`src/hdl/bwlm_pkg.sv`:
```
// Shared constants and widths for the busy/idle window load monitor.
`timescale 1ns / 1ps

package bwlm_pkg;

    localparam int MAX_RECORDS = 64;
    localparam int IDX_W       = $clog2(MAX_RECORDS);
    localparam int CNT_W       = IDX_W + 1;
    localparam int DUR_W       = 32;
    localparam int REC_W       = DUR_W + 1;
    // 65 durations of at most 2^32-1 each stay below 2^39
    localparam int SUM_W       = DUR_W + 7;
    // busy * 100 stays below 2^46
    localparam int NUM_W       = SUM_W + 7;
    localparam int Q_W         = 7;
    localparam int BIT_W       = 3;
    localparam int FUNC_W      = 2;
    localparam int CFG_IDX_W   = 2;
    localparam int CFG_DATA_W  = 32;
    localparam int CAP_W       = 7;

    localparam logic [FUNC_W-1:0] FUNC_SLEEP = 2'd0;
    localparam logic [FUNC_W-1:0] FUNC_WAKE  = 2'd1;
    localparam logic [FUNC_W-1:0] FUNC_QUERY = 2'd2;

    localparam logic [CFG_IDX_W-1:0] CFG_MAX_RECORDS = 2'd0;
    localparam logic [CFG_IDX_W-1:0] CFG_WINDOW_US   = 2'd1;

    localparam logic [CAP_W-1:0] MAX_RECORDS_RST = CAP_W'(64);
    localparam logic [DUR_W-1:0] WINDOW_US_RST   = DUR_W'(1000000);

endpackage

```
`src/hdl/busy_idle_window_load_monitor.sv`:
```
// Top level of the busy/idle sliding-window load monitor.
`timescale 1ns / 1ps

// Channel  | Direction | Handshake            | Payload
// ---------+-----------+----------------------+---------------------------
// in       | input     | in_valid / in_ready  | func, now_us
// out      | output    | out_valid / out_ready| load_percent
// cfg      | input     | cfg_we (no wait)     | cfg_index, cfg_data
//
// Sleep and wake events pass through S_EVT, and S_WRITE when a record is stored;
// ignored codes are dropped. A query runs S_OPEN, then S_SUM over the N stored
// records on the single record memory port, S_TOT and S_CHK once and again per
// each of the E evictions, then S_MUL1, S_MUL2, S_DIV and S_DONE on the shared adder.
// Reset clears the ring pointers and flags; the record memory is not cleared,
// only slots below the record count are ever used.
// in_ready is low while an item is at work; a finished result waits in the
// output register and holds off the next query's completion until taken.

module busy_idle_window_load_monitor (
    input  logic                                clk,
    input  logic                                rst_n,
    input  logic                                in_valid,
    output logic                                in_ready,
    input  logic [bwlm_pkg::FUNC_W-1:0]         func,
    input  logic [bwlm_pkg::DUR_W-1:0]          now_us,
    output logic                                out_valid,
    input  logic                                out_ready,
    output logic [bwlm_pkg::Q_W-1:0]            load_percent,
    input  logic                                cfg_we,
    input  logic [bwlm_pkg::CFG_IDX_W-1:0]      cfg_index,
    input  logic [bwlm_pkg::CFG_DATA_W-1:0]     cfg_data
);

    localparam int ST_W = 4;
    localparam logic [ST_W-1:0] S_IDLE  = 4'd0;
    localparam logic [ST_W-1:0] S_EVT   = 4'd1;
    localparam logic [ST_W-1:0] S_WRITE = 4'd2;
    localparam logic [ST_W-1:0] S_OPEN  = 4'd3;
    localparam logic [ST_W-1:0] S_SUM   = 4'd4;
    localparam logic [ST_W-1:0] S_TOT   = 4'd5;
    localparam logic [ST_W-1:0] S_CHK   = 4'd6;
    localparam logic [ST_W-1:0] S_MUL1  = 4'd7;
    localparam logic [ST_W-1:0] S_MUL2  = 4'd8;
    localparam logic [ST_W-1:0] S_DIV   = 4'd9;
    localparam logic [ST_W-1:0] S_DONE  = 4'd10;

    localparam int IDX_W = bwlm_pkg::IDX_W;
    localparam int CNT_W = bwlm_pkg::CNT_W;
    localparam int DUR_W = bwlm_pkg::DUR_W;
    localparam int SUM_W = bwlm_pkg::SUM_W;
    localparam int NUM_W = bwlm_pkg::NUM_W;
    localparam int Q_W   = bwlm_pkg::Q_W;
    localparam int BIT_W = bwlm_pkg::BIT_W;
    localparam int CAP_W = bwlm_pkg::CAP_W;

    // Configuration registers
    logic [CAP_W-1:0]               max_records_reg;
    logic [DUR_W-1:0]               window_us_reg;

    // Sequencer and architectural state
    logic [ST_W-1:0]                state_reg, state_next;
    logic [IDX_W-1:0]               oldest_reg, oldest_next;
    logic [CNT_W-1:0]               count_reg, count_next;
    logic                           sleeping_reg, sleeping_next;
    logic [DUR_W-1:0]               last_wake_reg, last_wake_next;
    logic [DUR_W-1:0]               last_sleep_reg, last_sleep_next;

    // Per-item working registers
    logic [bwlm_pkg::FUNC_W-1:0]    func_reg;
    logic [DUR_W-1:0]               now_reg;
    logic [DUR_W-1:0]               dur_reg, dur_next;
    logic [SUM_W-1:0]               busy_reg, busy_next;
    logic [SUM_W-1:0]               idle_reg, idle_next;
    logic [SUM_W-1:0]               total_reg, total_next;
    logic [NUM_W-1:0]               rem_reg, rem_next;
    logic [Q_W-1:0]                 quo_reg, quo_next;
    logic [BIT_W-1:0]               bit_reg, bit_next;
    logic [CNT_W-1:0]               k_reg, k_next;
    logic                           rd_pend_reg;

    // Output register
    logic                           out_valid_reg, out_valid_next;
    logic [Q_W-1:0]                 load_reg, load_next;

    // Record memory
    logic [bwlm_pkg::REC_W-1:0]     rec_mem [bwlm_pkg::MAX_RECORDS];
    logic [bwlm_pkg::REC_W-1:0]     rd_data_reg;
    logic                           rd_en;
    logic [IDX_W-1:0]               rd_addr;
    logic                           wr_en;
    logic [IDX_W-1:0]               wr_addr;

    // Shared adder
    logic [NUM_W-1:0]               alu_a, alu_b, alu_res;
    logic                           alu_sub, alu_carry;

    logic [CNT_W-1:0]               cap_eff;
    logic                           accept;
    logic                           rec_idle;
    logic [DUR_W-1:0]               rec_dur;
    logic [NUM_W-1:0]               busy_ext, idle_ext, total_ext, dur_ext;

    assign accept    = in_valid && in_ready;
    assign in_ready  = (state_reg == S_IDLE);
    assign out_valid = out_valid_reg;
    assign load_percent = load_reg;

    assign rec_idle  = rd_data_reg[DUR_W];
    assign rec_dur   = rd_data_reg[DUR_W-1:0];
    assign busy_ext  = NUM_W'(busy_reg);
    assign idle_ext  = NUM_W'(idle_reg);
    assign total_ext = NUM_W'(total_reg);
    assign dur_ext   = NUM_W'(rec_dur);

    // Clamp the record cap into 1..MAX_RECORDS
    always_comb
    begin
        if (max_records_reg == '0)
            cap_eff = CNT_W'(1);
        else if (CNT_W'(max_records_reg) > CNT_W'(bwlm_pkg::MAX_RECORDS))
            cap_eff = CNT_W'(bwlm_pkg::MAX_RECORDS);
        else
            cap_eff = CNT_W'(max_records_reg);
    end

    // Operand selection for the shared adder
    always_comb
    begin
        alu_a   = '0;
        alu_b   = '0;
        alu_sub = 1'b0;
        case (state_reg)
            S_EVT, S_OPEN:
            begin
                // open-interval length, modulo 2^32
                alu_a   = NUM_W'(now_reg);
                alu_b   = NUM_W'(sleeping_reg ? last_sleep_reg : last_wake_reg);
                alu_sub = 1'b1;
            end
            S_SUM:
            begin
                alu_a = rec_idle ? idle_ext : busy_ext;
                alu_b = dur_ext;
            end
            S_TOT:
            begin
                alu_a = busy_ext;
                alu_b = idle_ext;
            end
            S_CHK:
            begin
                alu_a   = rec_idle ? idle_ext : busy_ext;
                alu_b   = dur_ext;
                alu_sub = 1'b1;
            end
            S_MUL1:
            begin
                alu_a = busy_ext << 6;
                alu_b = busy_ext << 5;
            end
            S_MUL2:
            begin
                alu_a = rem_reg;
                alu_b = busy_ext << 2;
            end
            S_DIV:
            begin
                alu_a   = rem_reg;
                alu_b   = total_ext << bit_reg;
                alu_sub = 1'b1;
            end
            default:
            begin
                alu_a   = '0;
                alu_b   = '0;
                alu_sub = 1'b0;
            end
        endcase
    end

    bwlm_alu u_alu (
        .a      (alu_a),
        .b      (alu_b),
        .sub    (alu_sub),
        .result (alu_res),
        .carry  (alu_carry)
    );

    // Sequencer
    always_comb
    begin
        state_next      = state_reg;
        oldest_next     = oldest_reg;
        count_next      = count_reg;
        sleeping_next   = sleeping_reg;
        last_wake_next  = last_wake_reg;
        last_sleep_next = last_sleep_reg;
        dur_next        = dur_reg;
        busy_next       = busy_reg;
        idle_next       = idle_reg;
        total_next      = total_reg;
        rem_next        = rem_reg;
        quo_next        = quo_reg;
        bit_next        = bit_reg;
        k_next          = k_reg;
        out_valid_next  = out_valid_reg;
        load_next       = load_reg;
        rd_en           = 1'b0;
        rd_addr         = oldest_reg;
        wr_en           = 1'b0;
        wr_addr         = oldest_reg + count_reg[IDX_W-1:0];

        // drop the result once taken
        if (out_valid_reg && out_ready)
            out_valid_next = 1'b0;

        case (state_reg)
            S_IDLE:
            begin
                if (accept)
                begin
                    if (func == bwlm_pkg::FUNC_QUERY)
                        state_next = S_OPEN;
                    else if (func == bwlm_pkg::FUNC_SLEEP || func == bwlm_pkg::FUNC_WAKE)
                        state_next = S_EVT;
                end
            end
            S_EVT:
            begin
                state_next = S_IDLE;
                if (func_reg == bwlm_pkg::FUNC_SLEEP)
                begin
                    sleeping_next   = 1'b1;
                    last_sleep_next = now_reg;
                end
                else
                begin
                    sleeping_next  = 1'b0;
                    last_wake_next = now_reg;
                end
                // a state change closes the open interval into a record
                if ((func_reg == bwlm_pkg::FUNC_SLEEP) != sleeping_reg)
                begin
                    dur_next   = alu_res[DUR_W-1:0];
                    state_next = S_WRITE;
                    // trim the ring so the new record fits under the cap
                    if (count_reg >= cap_eff)
                    begin
                        oldest_next = oldest_reg + IDX_W'(count_reg - cap_eff + CNT_W'(1));
                        count_next  = cap_eff - CNT_W'(1);
                    end
                end
            end
            S_WRITE:
            begin
                wr_en      = 1'b1;
                count_next = count_reg + CNT_W'(1);
                state_next = S_IDLE;
            end
            S_OPEN:
            begin
                if (sleeping_reg)
                begin
                    idle_next = SUM_W'(alu_res[DUR_W-1:0]);
                    busy_next = '0;
                end
                else
                begin
                    busy_next = SUM_W'(alu_res[DUR_W-1:0]);
                    idle_next = '0;
                end
                k_next     = '0;
                state_next = S_SUM;
            end
            S_SUM:
            begin
                // issue one read a cycle, add the previous one
                if (k_reg < count_reg)
                begin
                    rd_en   = 1'b1;
                    rd_addr = oldest_reg + k_reg[IDX_W-1:0];
                    k_next  = k_reg + CNT_W'(1);
                end
                if (rd_pend_reg)
                begin
                    if (rec_idle)
                        idle_next = alu_res[SUM_W-1:0];
                    else
                        busy_next = alu_res[SUM_W-1:0];
                end
                else if (k_reg >= count_reg)
                    state_next = S_TOT;
            end
            S_TOT:
            begin
                total_next = alu_res[SUM_W-1:0];
                rd_en      = 1'b1;
                rd_addr    = oldest_reg;
                state_next = S_CHK;
            end
            S_CHK:
            begin
                if (total_reg > SUM_W'(window_us_reg) && count_reg != '0)
                begin
                    // evict the oldest record
                    if (rec_idle)
                        idle_next = alu_res[SUM_W-1:0];
                    else
                        busy_next = alu_res[SUM_W-1:0];
                    oldest_next = oldest_reg + IDX_W'(1);
                    count_next  = count_reg - CNT_W'(1);
                    state_next  = S_TOT;
                end
                else
                    state_next = S_MUL1;
            end
            S_MUL1:
            begin
                rem_next   = alu_res;
                quo_next   = '0;
                state_next = S_MUL2;
            end
            S_MUL2:
            begin
                rem_next   = alu_res;
                bit_next   = BIT_W'(Q_W - 1);
                state_next = S_DIV;
            end
            S_DIV:
            begin
                // restoring division, one quotient bit a cycle
                if (alu_carry)
                begin
                    rem_next          = alu_res;
                    quo_next[bit_reg] = 1'b1;
                end
                bit_next = bit_reg - BIT_W'(1);
                if (bit_reg == '0)
                    state_next = S_DONE;
            end
            S_DONE:
            begin
                if (!out_valid_reg || out_ready)
                begin
                    out_valid_next = 1'b1;
                    load_next      = (total_reg == '0) ? '0 : quo_reg;
                    state_next     = S_IDLE;
                end
            end
            default:
            begin
                state_next = S_IDLE;
            end
        endcase
    end

    // Control state
    always_ff @(posedge clk or negedge rst_n)
    begin
        if (!rst_n)
        begin
            state_reg       <= S_IDLE;
            oldest_reg      <= '0;
            count_reg       <= '0;
            sleeping_reg    <= 1'b0;
            last_wake_reg   <= '0;
            last_sleep_reg  <= '0;
            out_valid_reg   <= 1'b0;
            rd_pend_reg     <= 1'b0;
            max_records_reg <= bwlm_pkg::MAX_RECORDS_RST;
            window_us_reg   <= bwlm_pkg::WINDOW_US_RST;
        end
        else
        begin
            state_reg      <= state_next;
            oldest_reg     <= oldest_next;
            count_reg      <= count_next;
            sleeping_reg   <= sleeping_next;
            last_wake_reg  <= last_wake_next;
            last_sleep_reg <= last_sleep_next;
            out_valid_reg  <= out_valid_next;
            rd_pend_reg    <= (state_reg == S_SUM) && (k_reg < count_reg);
            if (cfg_we)
            begin
                if (cfg_index == bwlm_pkg::CFG_MAX_RECORDS)
                    max_records_reg <= cfg_data[CAP_W-1:0];
                else if (cfg_index == bwlm_pkg::CFG_WINDOW_US)
                    window_us_reg <= cfg_data[DUR_W-1:0];
            end
        end
    end

    // Payload registers
    always_ff @(posedge clk)
    begin
        if (accept)
        begin
            func_reg <= func;
            now_reg  <= now_us;
        end
        dur_reg   <= dur_next;
        busy_reg  <= busy_next;
        idle_reg  <= idle_next;
        total_reg <= total_next;
        rem_reg   <= rem_next;
        quo_reg   <= quo_next;
        bit_reg   <= bit_next;
        k_reg     <= k_next;
        load_reg  <= load_next;
    end

    // Record memory: idle flag above a 32-bit duration
    always_ff @(posedge clk)
    begin
        if (wr_en)
            rec_mem[wr_addr] <= {(func_reg == bwlm_pkg::FUNC_WAKE), dur_reg};
        if (rd_en)
            rd_data_reg <= rec_mem[rd_addr];
    end

endmodule

```
`src/hdl/bwlm_alu.sv`:
```
// Shared add/subtract unit with carry out, used for interval lengths, sums, evictions, multiply and division.
`timescale 1ns / 1ps

module bwlm_alu (
    input  logic [bwlm_pkg::NUM_W-1:0] a,
    input  logic [bwlm_pkg::NUM_W-1:0] b,
    input  logic                       sub,
    output logic [bwlm_pkg::NUM_W-1:0] result,
    output logic                       carry
);

    logic [bwlm_pkg::NUM_W-1:0] b_in;

    // carry set on a subtract means a >= b
    assign b_in = sub ? ~b : b;
    assign {carry, result} = {1'b0, a} + {1'b0, b_in} + {{bwlm_pkg::NUM_W{1'b0}}, sub};

endmodule
```
`config.mk`:
```
export PLATFORM = sky130hd
export DESIGN_NAME = busy_idle_window_load_monitor
export DESIGN_NICKNAME = d
export VERILOG_FILES = /design/src/hdl/bwlm_pkg.sv /design/src/hdl/busy_idle_window_load_monitor.sv /design/src/hdl/bwlm_alu.sv
export SDC_FILE = /design/constraint.sdc
export NUM_CORES = 2
export LEC_CHECK = 0
export ABC_AREA = 0
export BUFFER_PORTS_ARGS = -buffer_cell sky130_fd_sc_hd__buf_4
export CORE_MARGIN = 5
export CORE_UTILIZATION = 35
export CTS_CLUSTER_DIAMETER = 30
export DETAILED_ROUTE_END_ITERATION = 12
export PLACE_DENSITY_LB_ADDON = 0.15
export SYNTH_ARGS = -nofsm -noshare
export SYNTH_HDL_FRONTEND = slang
export SYNTH_HIERARCHICAL = 1
export SYNTH_SLANG_ARGS = --single-unit
```
`constraint.sdc`:
```
create_clock -name clk -period 5.43 [get_ports clk]
set_input_delay 1.086 -clock clk [delete_from_list [all_inputs] [get_ports clk]]
set_output_delay 1.086 -clock clk [all_outputs]
set_load 0.01 [all_outputs]
```
==> reports/results.ini <==
[run_status]
outcome = finished, final reports clean

[logic_synthesis]
ys.warnings.count = 6
syn_inst = 7839
post-synth-top-area-fraction_pct = 67.8
number_of_synthesized_register_bits = 2521
ys_seq_area_share_pct = 70.8
synth.net_count = 8039
synth_async_sr_flop_share_pct = 4.88
syn_avg_cell_area_um2 = 13.5
ys_dominant_reg_cell = sky130_fd_sc_hd__edfxtp_1
synthTopCellsByArea = sky130_fd_sc_hd__edfxtp_1 (68%), sky130_fd_sc_hd__nand2_1 (5.8%), sky130_fd_sc_hd__nand3_1 (3.5%), sky130_fd_sc_hd__mux2i_1 (3.2%), sky130_fd_sc_hd__dfrtp_1 (2.7%)
synth_edf_count = 2398
syn_area_um2 = 106000
synth_largest_area_cell = sky130_fd_sc_hd__edfxtp_1
synthDistinctLibCells = 97

[critical_path]
worst-r2r-cell-count = 19
reg2reg_slack_ns = 0.15
critical_path_peak_fanout = 12
critPathKind = reg -> reg
setup.worst_path.start_class = flop
worst_ep_arrival_time_ns = 5.96
crit_required_ns = 6.11
critPathCapture = rem_reg[12]
critical_path.reg2reg.startpoint = sleeping_reg
critical_path.reg2reg.endpoint = rem_reg[12]
timing.critical_path.from = sleeping_reg
critical_path.endpoint_type = flop

[min_path]
holdCritPathClass = in -> async

[power_and_ir_drop]
power_mw = 105
power-per-cell-area_nw_per_um2 = 780
ir_drop_v = 0.000640
p_leak_nw = 49.3

[sta]
clock-skew-final_ns = 0.0586
max_freq_mhz = 190
unrepaired_setup_endpoints_after_global_routing = no
final-max-slew-violation-count = 0
slew_headroom_pct = 4.07
number_of_failing_setup_endpoints_in_the_final_timing_report = 0
finalWorstPathRequiredPeriod_ns = 5.28
finalHoldViolations = 0
final.period_utilization_pct = 97.2
tightest_pin_transition_ns = 1.44
min_setup_slack_post_route_ns = 0.154

[die]
placementRows = 202
initial_core_util_pct = 35.1
design.portCount = 82
design.die.area_um2 = 314000
fp.coreArea_um2 = 303000
die-width_um = 561
fp.dieH_um = 561

[layout]
net_count_final = 8684
nFillCells = 26800
number_of_flip_flops_in_the_largest_register = 2112
layout-drive-gt1-share_pct = 19.7
stdcell_area_um2 = 135000
most_common_cell_after_layout_fill_and_taps_aside = sky130_fd_sc_hd__edfxtp_1
layout-area-overhead-vs-synth_pct = 27.2
mostFrequentLayoutCells = sky130_fd_sc_hd__edfxtp_1 (2398), sky130_fd_sc_hd__nand2_1 (1641), sky130_fd_sc_hd__nand3_1 (746)

[placement]
place_hpwl_um = 222000
port_buffers = 81
placedInstanceArea_um2 = 115000
finalWeightedCongestion = 0.889
post-place-ws_ns = -0.255

[clocking]
numClockSinks = 2521
clk_transition_reported_paths_ns = 0.04
cts_buffers = 572
root_buffer = sky130_fd_sc_hd__clkbuf_16
cts_tree = yes
clock_tree.htree_level_count = 6
cts-root-to-sink-buffers = 4
insertion_delay_ns = 1.02

[global_routing]
global_route_wire_length_before_repair_um = 526000
grt_pass1_vias = 70700
grt.overflow.total = 0
track_usage_pct = 22.9
grt_start_max_net_pins = 82
antenna_found_initial = 27

[route]
dr.pass1.iters = 9
drt_iter0_markers = 7828
routed_wl_um = 373000
vias_per_cell = 5.54
detail_route.wl_per_cell_um = 28.8
met1_length_um = 158000
drt.antenna.violating_nets = 0
post-route-drc-count = 0
wl_met2_um = 177000
highest-signal-layer = met5
via_count = 71800
dr_wl_met3_um = 26800

[flow_run]
max_cap_viols = 0

[report_power, final]
| part | internal [mW] | switching (mW) |
|---|---|---|
| clock | 23.9 | 11.4 |
| combinational | 13.5 | 28.9 |
| sequential | 25.9 | 1.67 |
[cell usage after synthesis (22+ instances only)]
cell type and instances:
sky130_fd_sc_hd__a222oi_1 59, sky130_fd_sc_hd__nand2_1 1645, sky130_fd_sc_hd__a221oi_1 22, sky130_fd_sc_hd__nor3_1 34, sky130_fd_sc_hd__mux4_2 32, sky130_fd_sc_hd__xor2_1 73
sky130_fd_sc_hd__buf_2 80, sky130_fd_sc_hd__nor2_1 187, sky130_fd_sc_hd__a211oi_1 30, sky130_fd_sc_hd__xnor2_1 50, sky130_fd_sc_hd__nor2b_1 59, sky130_fd_sc_hd__a22oi_1 37
sky130_fd_sc_hd__nand4_1 44, sky130_fd_sc_hd__a31oi_1 127, sky130_fd_sc_hd__a21oi_1 276, sky130_fd_sc_hd__dfrtp_1 115, sky130_fd_sc_hd__a32o_1 26, sky130_fd_sc_hd__nand3_1 748
sky130_fd_sc_hd__o22ai_1 67, sky130_fd_sc_hd__o211ai_1 31, sky130_fd_sc_hd__mux2i_1 335, sky130_fd_sc_hd__nor4_1 83, sky130_fd_sc_hd__inv_1 76, sky130_fd_sc_hd__o21ai_0 59
sky130_fd_sc_hd__o221ai_1 54, sky130_fd_sc_hd__edfxtp_1 2398, sky130_fd_sc_hd__and2_1 46, sky130_fd_sc_hd__or4_1 31, sky130_fd_sc_hd__a32oi_1 53, sky130_fd_sc_hd__mux2_2 123
sky130_fd_sc_hd__ha_1 118, sky130_fd_sc_hd__a21o_1 59, sky130_fd_sc_hd__a2111oi_0 26, sky130_fd_sc_hd__buf_1 62, sky130_fd_sc_hd__and3_1 50, sky130_fd_sc_hd__clkbuf_1 314
[logic make-up (layout without fill, tap and decap cells)]
group / after synthesis / count (layout) / share of synthesized area (%)
other: 0 / 12 / 0
buffers and inverters: 567 / 1688 / 2.28
adder cells (fa/ha/maj): 127 / 127 / 1.56
flip-flops: 2521 / 2521 / 70.8
multiplexers: 491 / 491 / 5.16
AO/OA/AOI/OAI: 1047 / 1047 / 6.95
AND/OR/NAND/NOR: 2963 / 2963 / 12.3
XOR/XNOR: 123 / 123 / 1.01
[worst max-delay path, stage by stage, from the launching register on]
cell	delay, ns
sky130_fd_sc_hd__dfrtp_2	0.44
sky130_fd_sc_hd__buf_4	0.21
sky130_fd_sc_hd__buf_4	0.23
sky130_fd_sc_hd__mux2i_1	0.45
sky130_fd_sc_hd__nor2_1	0.11
sky130_fd_sc_hd__a21oi_1	0.12
sky130_fd_sc_hd__o311ai_0	0.16
sky130_fd_sc_hd__xor2_1	0.18
sky130_fd_sc_hd__ha_1	0.40
sky130_fd_sc_hd__o211ai_1	0.22
sky130_fd_sc_hd__a211oi_2	0.34
sky130_fd_sc_hd__o211ai_2	0.21
sky130_fd_sc_hd__o21a_1	0.23
sky130_fd_sc_hd__o41a_1	0.45
sky130_fd_sc_hd__o21ai_2	0.26
sky130_fd_sc_hd__nand4_1	0.14
sky130_fd_sc_hd__a21oi_2	0.22
sky130_fd_sc_hd__a21o_1	0.16
sky130_fd_sc_hd__or2_4	0.22
sky130_fd_sc_hd__buf_12	0.18
[layer usage]
metal,vias to the layer above,GRT usage [%]
met2,2940,37.5
met1,37100,31.2
met5,-,0
met4,8,6.46
li1,31200,-
met3,553,4.43
[metrics by stage]
| stage | hold WS (ns) | std cells | TNS, ns | utilization (%) |
|---|---|---|---|---|
| after floorplan | 0.474 | 7839 | 0 | - |
| after global placement | 0.483 | 11900 | -0.197 | 37.9 |
| after detailed placement | 0.488 | 11900 | -0.255 | 37.9 |
| after CTS | 0.122 | 12900 | 0 | 44.6 |
| after global routing | 0.177 | 12900 | 0 | 44.6 |
| final | 0.147 | 13000 | 0 | 44.6 |
[cell type report]
class,count,area [um^2],area share [%]
Clock buffer,671,15000,11.1
Sequential cell,2521,75100,55.6
Timing Repair Buffer,559,5120,3.79
Tap cell,3978,4980,3.69
Multi-Input combinational cell,4751,29500,21.8
Inverter,79,297,0.220
Antenna cell,12,30.0,0.0222
Clock inverter,379,5030,3.73
[timing repair]
action                     4_1_cts  5_1_grt
cloned                           0        1
hold buffers                     0        0
buffers inserted                 0       14
pin swaps                        0        2
setup endpoints to repair        1       49
resized for setup                2        3
[how the worst min path moves through the flow]
stage                            start            endpoint  slack, ns  cells after the start
floorplan           last_sleep_reg[10]  last_sleep_reg[10]       0.47                      1
global placement    last_sleep_reg[26]  last_sleep_reg[26]       0.48                      1
detailed placement  last_sleep_reg[26]  last_sleep_reg[26]       0.49                      1
CTS                              rst_n   last_wake_reg[28]       0.12                      1
global route                     rst_n   last_wake_reg[28]       0.18                      1
finish                           rst_n  last_sleep_reg[29]       0.15                      1
Note: power is estimated with default switching activity, not from simulation.
